## src/rtl/core/qfts_pkg.sv

```systemverilog
// ----------------------------------------------------------------------------
// qfts_pkg
// Shared types and constants for the two-stack queue: opcodes, status codes,
// controller states and default sizes.
// ----------------------------------------------------------------------------
`default_nettype none

package qfts_pkg;

  // Default sizes
  localparam int unsigned DEPTH_DEFAULT      = 8;
  localparam int unsigned WORD_WIDTH_DEFAULT = 32;

  // Fixed field widths on the stream ports
  localparam int unsigned DATA_W = 32;
  localparam int unsigned OP_W   = 2;
  localparam int unsigned ST_W   = 2;

  // Request opcodes
  typedef enum logic [OP_W-1:0] {
    OP_ENQ  = 2'd0,
    OP_DEQ  = 2'd1,
    OP_PEEK = 2'd2
  } op_e;

  // Result status codes
  typedef enum logic [ST_W-1:0] {
    ST_OK    = 2'd0,
    ST_FULL  = 2'd1,
    ST_EMPTY = 2'd2
  } status_e;

  // Controller states
  typedef enum logic [2:0] {
    S_IDLE,
    S_MOVE,
    S_READ,
    S_RESP
  } state_e;

endpackage

`default_nettype wire

```

## src/rtl/core/qfts_ram.sv

```systemverilog
// ----------------------------------------------------------------------------
// qfts_ram
// Simple dual-port synchronous RAM: one write port, one read port with
// registered read data, valid the cycle after a read. Holds one stack.
// ----------------------------------------------------------------------------
`default_nettype none

module qfts_ram #(
  parameter int unsigned Depth = 8,
  parameter int unsigned Width = 32,
  localparam int unsigned AddrW = (Depth > 1) ? $clog2(Depth) : 1
) (
  input  wire logic             clk_i,
  input  wire logic             we_i,
  input  wire logic [AddrW-1:0] waddr_i,
  input  wire logic [Width-1:0] wdata_i,
  input  wire logic             re_i,
  input  wire logic [AddrW-1:0] raddr_i,
  output logic      [Width-1:0] rdata_o
);

  logic [Width-1:0] mem [Depth];

  // Write port
  always_ff @(posedge clk_i) begin
    if (we_i) begin
      mem[waddr_i] <= wdata_i;
    end
  end

  // Registered read port
  always_ff @(posedge clk_i) begin
    if (re_i) begin
      rdata_o <= mem[raddr_i];
    end
  end

endmodule

`default_nettype wire

```

## src/rtl/core/queue_from_two_stacks.sv

```systemverilog
// ----------------------------------------------------------------------------
// queue_from_two_stacks
// First-in first-out queue built from an incoming and an outgoing stack,
// each held in its own synchronous RAM.
// ----------------------------------------------------------------------------
// One request is handled at a time and every request gives exactly one result
// item. An enqueue with room writes the incoming RAM on acceptance and then
// passes through S_RESP; a dequeue or peek from a non-empty outgoing stack
// passes through S_READ (for the RAM read) and then S_RESP. When the
// outgoing stack is empty and must be refilled, S_MOVE comes first: the
// incoming RAM read port moves one entry per cycle, pipelined into the
// outgoing RAM write port, and the request goes on once that pipeline has
// drained. A full incoming stack with a non-empty outgoing stack drops the
// enqueue with status full. An empty queue answers with data all ones (within
// WORD_WIDTH) and status empty. The result waits in an output register, so a
// stalled consumer holds only the final step. Stack contents are not cleared
// at reset; only entries below the counts are ever read.
`default_nettype none

module queue_from_two_stacks #(
  parameter int unsigned DEPTH      = qfts_pkg::DEPTH_DEFAULT,
  parameter int unsigned WORD_WIDTH = qfts_pkg::WORD_WIDTH_DEFAULT
) (
  input  wire logic                          clk_i,
  input  wire logic                          rst_ni,
  // Request items
  input  wire logic                          s_axis_tvalid,
  output logic                               s_axis_tready,
  input  wire logic [qfts_pkg::DATA_W-1:0]   s_axis_tdata,   // [31:0] value
  input  wire logic [qfts_pkg::OP_W-1:0]     s_axis_tuser,   // [1:0] opcode
  // Result items
  output logic                               m_axis_tvalid,
  input  wire logic                          m_axis_tready,
  output logic      [qfts_pkg::DATA_W-1:0]   m_axis_tdata,   // [31:0] data
  output logic      [qfts_pkg::ST_W-1:0]     m_axis_tuser    // [1:0] status
);

  import qfts_pkg::*;

  localparam int unsigned AW = (DEPTH > 1) ? $clog2(DEPTH) : 1;
  localparam int unsigned CW = $clog2(DEPTH + 1);
  localparam logic [CW-1:0] FULL_CNT = CW'(DEPTH);
  localparam logic [DATA_W-1:0] EMPTY_DATA = DATA_W'({WORD_WIDTH{1'b1}});

  // Control state
  state_e              state_q, state_d;
  logic [CW-1:0]       in_cnt_q, in_cnt_d;
  logic [CW-1:0]       out_cnt_q, out_cnt_d;
  logic                pend_q, pend_d;
  logic                ovalid_q, ovalid_d;

  // Payload registers
  logic [OP_W-1:0]       op_q, op_d;
  logic [WORD_WIDTH-1:0] word_q, word_d;
  logic [DATA_W-1:0]     res_data_q, res_data_d;
  status_e               res_st_q, res_st_d;
  logic [DATA_W-1:0]     odata_q, odata_d;
  status_e               ost_q, ost_d;

  // RAM ports
  logic                  in_we, in_re, out_we, out_re;
  logic [AW-1:0]         in_waddr, in_raddr, out_waddr, out_raddr;
  logic [WORD_WIDTH-1:0] in_wdata, in_rdata, out_wdata, out_rdata;

  logic                  load_out;

  qfts_ram #(
    .Depth (DEPTH),
    .Width (WORD_WIDTH)
  ) u_in_ram (
    .clk_i   (clk_i),
    .we_i    (in_we),
    .waddr_i (in_waddr),
    .wdata_i (in_wdata),
    .re_i    (in_re),
    .raddr_i (in_raddr),
    .rdata_o (in_rdata)
  );

  qfts_ram #(
    .Depth (DEPTH),
    .Width (WORD_WIDTH)
  ) u_out_ram (
    .clk_i   (clk_i),
    .we_i    (out_we),
    .waddr_i (out_waddr),
    .wdata_i (out_wdata),
    .re_i    (out_re),
    .raddr_i (out_raddr),
    .rdata_o (out_rdata)
  );

  assign s_axis_tready = (state_q == S_IDLE);
  assign m_axis_tvalid = ovalid_q;
  assign m_axis_tdata  = odata_q;
  assign m_axis_tuser  = ost_q;

  // Next state, RAM controls and results
  always_comb begin
    state_d    = state_q;
    in_cnt_d   = in_cnt_q;
    out_cnt_d  = out_cnt_q;
    pend_d     = pend_q;
    op_d       = op_q;
    word_d     = word_q;
    res_data_d = res_data_q;
    res_st_d   = res_st_q;
    odata_d    = odata_q;
    ost_d      = ost_q;
    load_out   = 1'b0;

    in_we     = 1'b0;
    in_waddr  = AW'(in_cnt_q);
    in_wdata  = word_q;
    in_re     = 1'b0;
    in_raddr  = AW'(in_cnt_q - 1'b1);
    out_we    = 1'b0;
    out_waddr = AW'(out_cnt_q);
    out_wdata = in_rdata;
    out_re    = 1'b0;
    out_raddr = AW'(out_cnt_q - 1'b1);

    unique case (state_q)
      // Accept a request and take the fast path where possible
      S_IDLE: begin
        if (s_axis_tvalid) begin
          op_d       = s_axis_tuser;
          word_d     = WORD_WIDTH'(s_axis_tdata);
          res_data_d = '0;
          res_st_d   = ST_OK;
          if (s_axis_tuser == OP_ENQ) begin
            if (in_cnt_q < FULL_CNT) begin
              in_we    = 1'b1;
              in_wdata = WORD_WIDTH'(s_axis_tdata);
              in_cnt_d = in_cnt_q + 1'b1;
              state_d  = S_RESP;
            end else if (out_cnt_q != '0) begin
              res_st_d = ST_FULL;
              state_d  = S_RESP;
            end else begin
              pend_d  = 1'b0;
              state_d = S_MOVE;
            end
          end else if (s_axis_tuser == OP_DEQ || s_axis_tuser == OP_PEEK) begin
            if (out_cnt_q != '0) begin
              out_re  = 1'b1;
              state_d = S_READ;
            end else if (in_cnt_q != '0) begin
              pend_d  = 1'b0;
              state_d = S_MOVE;
            end else begin
              res_data_d = EMPTY_DATA;
              res_st_d   = ST_EMPTY;
              state_d    = S_RESP;
            end
          end else begin
            state_d = S_RESP;
          end
        end
      end

      // Pop incoming, push outgoing: one entry per cycle, read then write
      S_MOVE: begin
        if (pend_q) begin
          out_we    = 1'b1;
          out_cnt_d = out_cnt_q + 1'b1;
        end
        if (in_cnt_q != '0) begin
          in_re    = 1'b1;
          in_cnt_d = in_cnt_q - 1'b1;
          pend_d   = 1'b1;
        end else begin
          pend_d = 1'b0;
        end
        if (in_cnt_q == '0 && !pend_q) begin
          if (op_q == OP_ENQ) begin
            in_we    = 1'b1;
            in_cnt_d = in_cnt_q + 1'b1;
            state_d  = S_RESP;
          end else begin
            out_re  = 1'b1;
            state_d = S_READ;
          end
        end
      end

      // Top of outgoing stack is on the read port
      S_READ: begin
        res_data_d = DATA_W'(out_rdata);
        res_st_d   = ST_OK;
        if (op_q == OP_DEQ) begin
          out_cnt_d = out_cnt_q - 1'b1;
        end
        state_d = S_RESP;
      end

      // Hand the result to the output register once it is free
      S_RESP: begin
        if (!ovalid_q || m_axis_tready) begin
          load_out = 1'b1;
          odata_d  = res_data_q;
          ost_d    = res_st_q;
          state_d  = S_IDLE;
        end
      end

      default: begin
        state_d = S_IDLE;
      end
    endcase

    ovalid_d = load_out | (ovalid_q & ~m_axis_tready);
  end

  // Control registers
  always_ff @(posedge clk_i or negedge rst_ni) begin
    if (!rst_ni) begin
      state_q   <= S_IDLE;
      in_cnt_q  <= '0;
      out_cnt_q <= '0;
      pend_q    <= 1'b0;
      ovalid_q  <= 1'b0;
    end else begin
      state_q   <= state_d;
      in_cnt_q  <= in_cnt_d;
      out_cnt_q <= out_cnt_d;
      pend_q    <= pend_d;
      ovalid_q  <= ovalid_d;
    end
  end

  // Payload registers
  always_ff @(posedge clk_i) begin
    op_q       <= op_d;
    word_q     <= word_d;
    res_data_q <= res_data_d;
    res_st_q   <= res_st_d;
    odata_q    <= odata_d;
    ost_q      <= ost_d;
  end

endmodule

`default_nettype wire

```

## config.mk

```make
export PLATFORM = sky130hd
export DESIGN_NAME = queue_from_two_stacks
export DESIGN_NICKNAME = d
export VERILOG_FILES = /design/src/rtl/core/qfts_pkg.sv /design/src/rtl/core/qfts_ram.sv /design/src/rtl/core/queue_from_two_stacks.sv
export SDC_FILE = /design/constraint.sdc
export NUM_CORES = 1
export LEC_CHECK = 0
export ABC_CLOCK_PERIOD_IN_PS = 5900
export BUFFER_PORTS_ARGS = -buffer_cell sky130_fd_sc_hd__buf_2
export CAP_MARGIN = 20
export CELL_PAD_IN_SITES_DETAIL_PLACEMENT = 1
export CELL_PAD_IN_SITES_GLOBAL_PLACEMENT = 1
export CORE_ASPECT_RATIO = 1.25
export CORE_MARGIN = 2
export CORE_UTILIZATION = 35
export DETAILED_ROUTE_END_ITERATION = 7
export PLACE_DENSITY = 0.65
export SYNTH_ARGS = -nofsm -noshare
export SYNTH_HDL_FRONTEND = slang
export SYNTH_SLANG_ARGS = --single-unit
```

## constraint.sdc

```tcl
create_clock -name clk_i -period 5.9 [get_ports clk_i]
set_clock_uncertainty 0.2 [all_clocks]
set_input_delay 0.885 -clock clk_i [delete_from_list [all_inputs] [get_ports clk_i]]
set_output_delay 0.885 -clock clk_i [all_outputs]
set_load 0.02 [all_outputs]
```

==> reports/metrics.yaml <==
clock_network:
  hold_buffers: 1
  clk-insertion-delay-late_ns: 0.60
  cts_tree: "built"
  cts_sinks: 690
  h-tree-depth: 3
  clk_pin_slew_worst_paths_ns: 0.06
  ctsResizeCount: 0
  root_buffer: "clkbuf_16"
  cts_buffer_depth: 3
  postCtsSetupBuffers: 0
  cts_made_buffers: 70
logic_synthesis:
  synth_seq_cells: 690
  yosysSeqAreaShare_pct: 79.5
  synth_area_leaders: "edfxtp_1 (78%), mux4_2 (11%), mux2_2 (2.8%)"
  syn_inst: 1189
  synthesis.area_um2: 26000
  synth_largest_area_cell: "edfxtp_1"
  netlist.area_leader.share_pct: 78.4
  synth_area_per_cell_um2: 21.8
  yosysWarnings: 0
  async_flop_share_pct: 1.74
  netlist-cell-type-count: 47
  synth-main-ff-cell: "edfxtp_1"
  synth_nets: 1237
  synth_edf_count: 678
route:
  drt_iter0_drc: 711
  vias: 11400
  viasPerCell: 4.93
  post_drt_wl_per_cell_um: 22.3
  drc: 0
  ant_nets: 0
  firstDrtPassIters: 5
  routed_wl_mm: 51.7
power:
  p_seq_share_pct: 45.7
  leakage_nw: 9.89
  clkPwrFrac_pct: 28.8
  ir_drop_uv: 267
  p_comb_share_pct: 25.4
  internal_power_mw: 11.1
  p_per_area_nw_per_um2: 516
  power.switching_mw: 4.36
  power.share.switching_pct: 28.3
timing:
  tightest_slew_ns: 1.03
  worst_slack_ns: 2.23
  fin_crit_sh_pct: 62.3
  grt_setup_unrepaired: "false"
  setup_viol: 0
  fin_tns_setup_ns: 0
  drv_slew: 0
  slew_headroom_pct: 31.5
  finalHoldViolCount: 0
  fin_crit_ns: 3.67
  max_clock_freq_mhz: 272
setup_path:
  path_class: "register to register"
  rr_startpoint: "in_cnt_q[0]$_DFFE_PN0P_"
  crit_end: "u_in_ram.rdata_o[5]$_DFFE_PP_"
  reg2reg_setup_slack_ns: 2.23
  worstRegToRegCells: 5
  cp_max_fo: 39
  critical_path.startpoint: "in_cnt_q[0]$_DFFE_PN0P_"
  timing.rr.end: "u_in_ram.rdata_o[5]$_DFFE_PP_"
  cp.arrival_ns: 3.82
  crit_path_end_kind: "register"
  required_ns: 6.05
  worstSetupStartpointType: "register"
final_layout:
  layout_commonest_cell: "edfxtp_1"
  area_delta_synth_final_pct: 15.0
  layout_common_cells: "edfxtp_1 (678), mux4_2 (128), nand2_1 (109)"
  antenna_cells: 0
  finalNetCount: 1357
  drive_gt1_share_pct: 31.4
place:
  post-place-ws_ns: 2.19
  dpl.hpwl_mm: 30.0
  place_congestion: 0.705
  portBuffers: 73
status:
  outcome: "complete, no violations"
floorplan:
  ios: 74
  initial_core_util_pct: 35.3
  die_h_um: 309
  die_w_um: 248
  num_rows: 111
  dieArea_um2: 76400
  core_um2: 73500
global_route:
  antenna_found_initial: 1
  gr-usage-all-layers_pct: 13.9
  grt_overflow: 0
  grt_pass1_wl_mm: 78.9
  grt_pass1_vias: 12800
  grt_max_degree: 45
hold_path:
  min-delay-path-class: "register to register"
job:
  maxCapViolations: 0
-- state kept, by name, indices dropped and copies added (netlist names) --
name and flops:
u_in_ram.mem 256, u_in_ram.rdata_o 32, in_cnt_q 4, m_axis_tvalid 1, u_out_ram.mem 256, u_out_ram.rdata_o 32, m_axis_tdata 32, res_data_q 32
out_cnt_q 4, word_q 32, state_q 2, res_st_q 2, pend_q 1, op_q 2, m_axis_tuser 2
-- per-layer routing --
| metal | up-vias | part of all wire (%) | global-route usage, % |
|---|---|---|---|
| li1 | 5062 | - | - |
| met1 | 6049 | 41 | 17.1 |
| met2 | 256 | 53 | 24.7 |
| met3 | 77 | 4.3 | 2.12 |
| met4 | 0 | 2.1 | 4.94 |
| met5 | - | 0 | 0 |
-- power by group through the flow --
stage / Sequential (mW) / Combinational [mW] / Clock (mW)
final: 7.05 / 3.92 / 4.44
after global routing: 7.14 / 4.28 / 4.72
after CTS: 7.07 / 4.03 / 4.57
after detailed placement: 7.17 / 3.99 / 0
after global placement: 7.12 / 3.90 / 0
after floorplan: 6.96 / 2.99 / 0
-- cells in the mapped netlist, types with 3 or more instances --
library cell  instances
a21o_1               32
a22o_1                3
buf_2                17
buf_4                 4
buf_6                10
clkbuf_1             23
dfrtp_1              12
edfxtp_1            678
ha_1                 10
inv_1                14
mux2_2               64
mux4_2              128
nand2_1             109
nand2b_1              8
nand3_1               4
nor2_1               17
nor3_1                6
o21ai_0               8
o31ai_1               3
xnor2_1               3
xor2_1                3
-- cell families (layout without fill, tap and decap cells) --
logic type,after synthesis,after routing,share of synthesized area [%]
fa+ha+maj,10,10,0.482
xor+xnor,6,6,0.202
flops,690,690,79.5
buf+inv,70,241,1.44
mux,193,193,13.9
compound gates,59,59,1.66
simple gates,161,161,2.75
-- through the flow --
stage                     instances  utilization [%]  power [mW]  area (um^2)  hold slack [ns]
after floorplan                1189                -        9.95        26000            0.200
after global placement         2196             37.5        11.0        27600            0.205
after detailed placement       2196             37.5        11.2        27600            0.206
after CTS                      2320             40.7        15.7        29900            0.216
after global routing           2320             40.7        16.1        29900            0.217
final                          2320             40.7        15.4        29900            0.215
-- how the worst min path moves through the flow --
stage | from | endpoint | cells after the start | slack [ns]
finish | res_data_q[0]$_DFFE_PP_ | m_axis_tdata[0]$_DFFE_PP_ | 0 | 0.21
global route | res_data_q[0]$_DFFE_PP_ | m_axis_tdata[0]$_DFFE_PP_ | 0 | 0.22
CTS | res_data_q[0]$_DFFE_PP_ | m_axis_tdata[0]$_DFFE_PP_ | 0 | 0.22
detailed placement | res_data_q[11]$_DFFE_PP_ | m_axis_tdata[11]$_DFFE_PP_ | 0 | 0.21
global placement | res_data_q[19]$_DFFE_PP_ | m_axis_tdata[19]$_DFFE_PP_ | 0 | 0.20
floorplan | res_data_q[0]$_DFFE_PP_ | m_axis_tdata[0]$_DFFE_PP_ | 0 | 0.20
-- worst max-delay path: stages (launching register included) --
cell and delay [ns]:
dfrtp_4 0.77, inv_1 0.17, ha_2 1.04, buf_4 0.52
mux4_2 0.37, mux2_2 0.28
-- area by class of cell --
class / count / area (um^2)
clock buffers: 82 / 1860
clock inverters: 41 / 437
fillers: 6933 / 43600
inverters: 14 / 52.6
multi-input cells: 429 / 5060
flip-flops and latches: 690 / 20700
well taps: 960 / 1200
repair buffers: 104 / 601
Power figures use the tool's default switching activity.
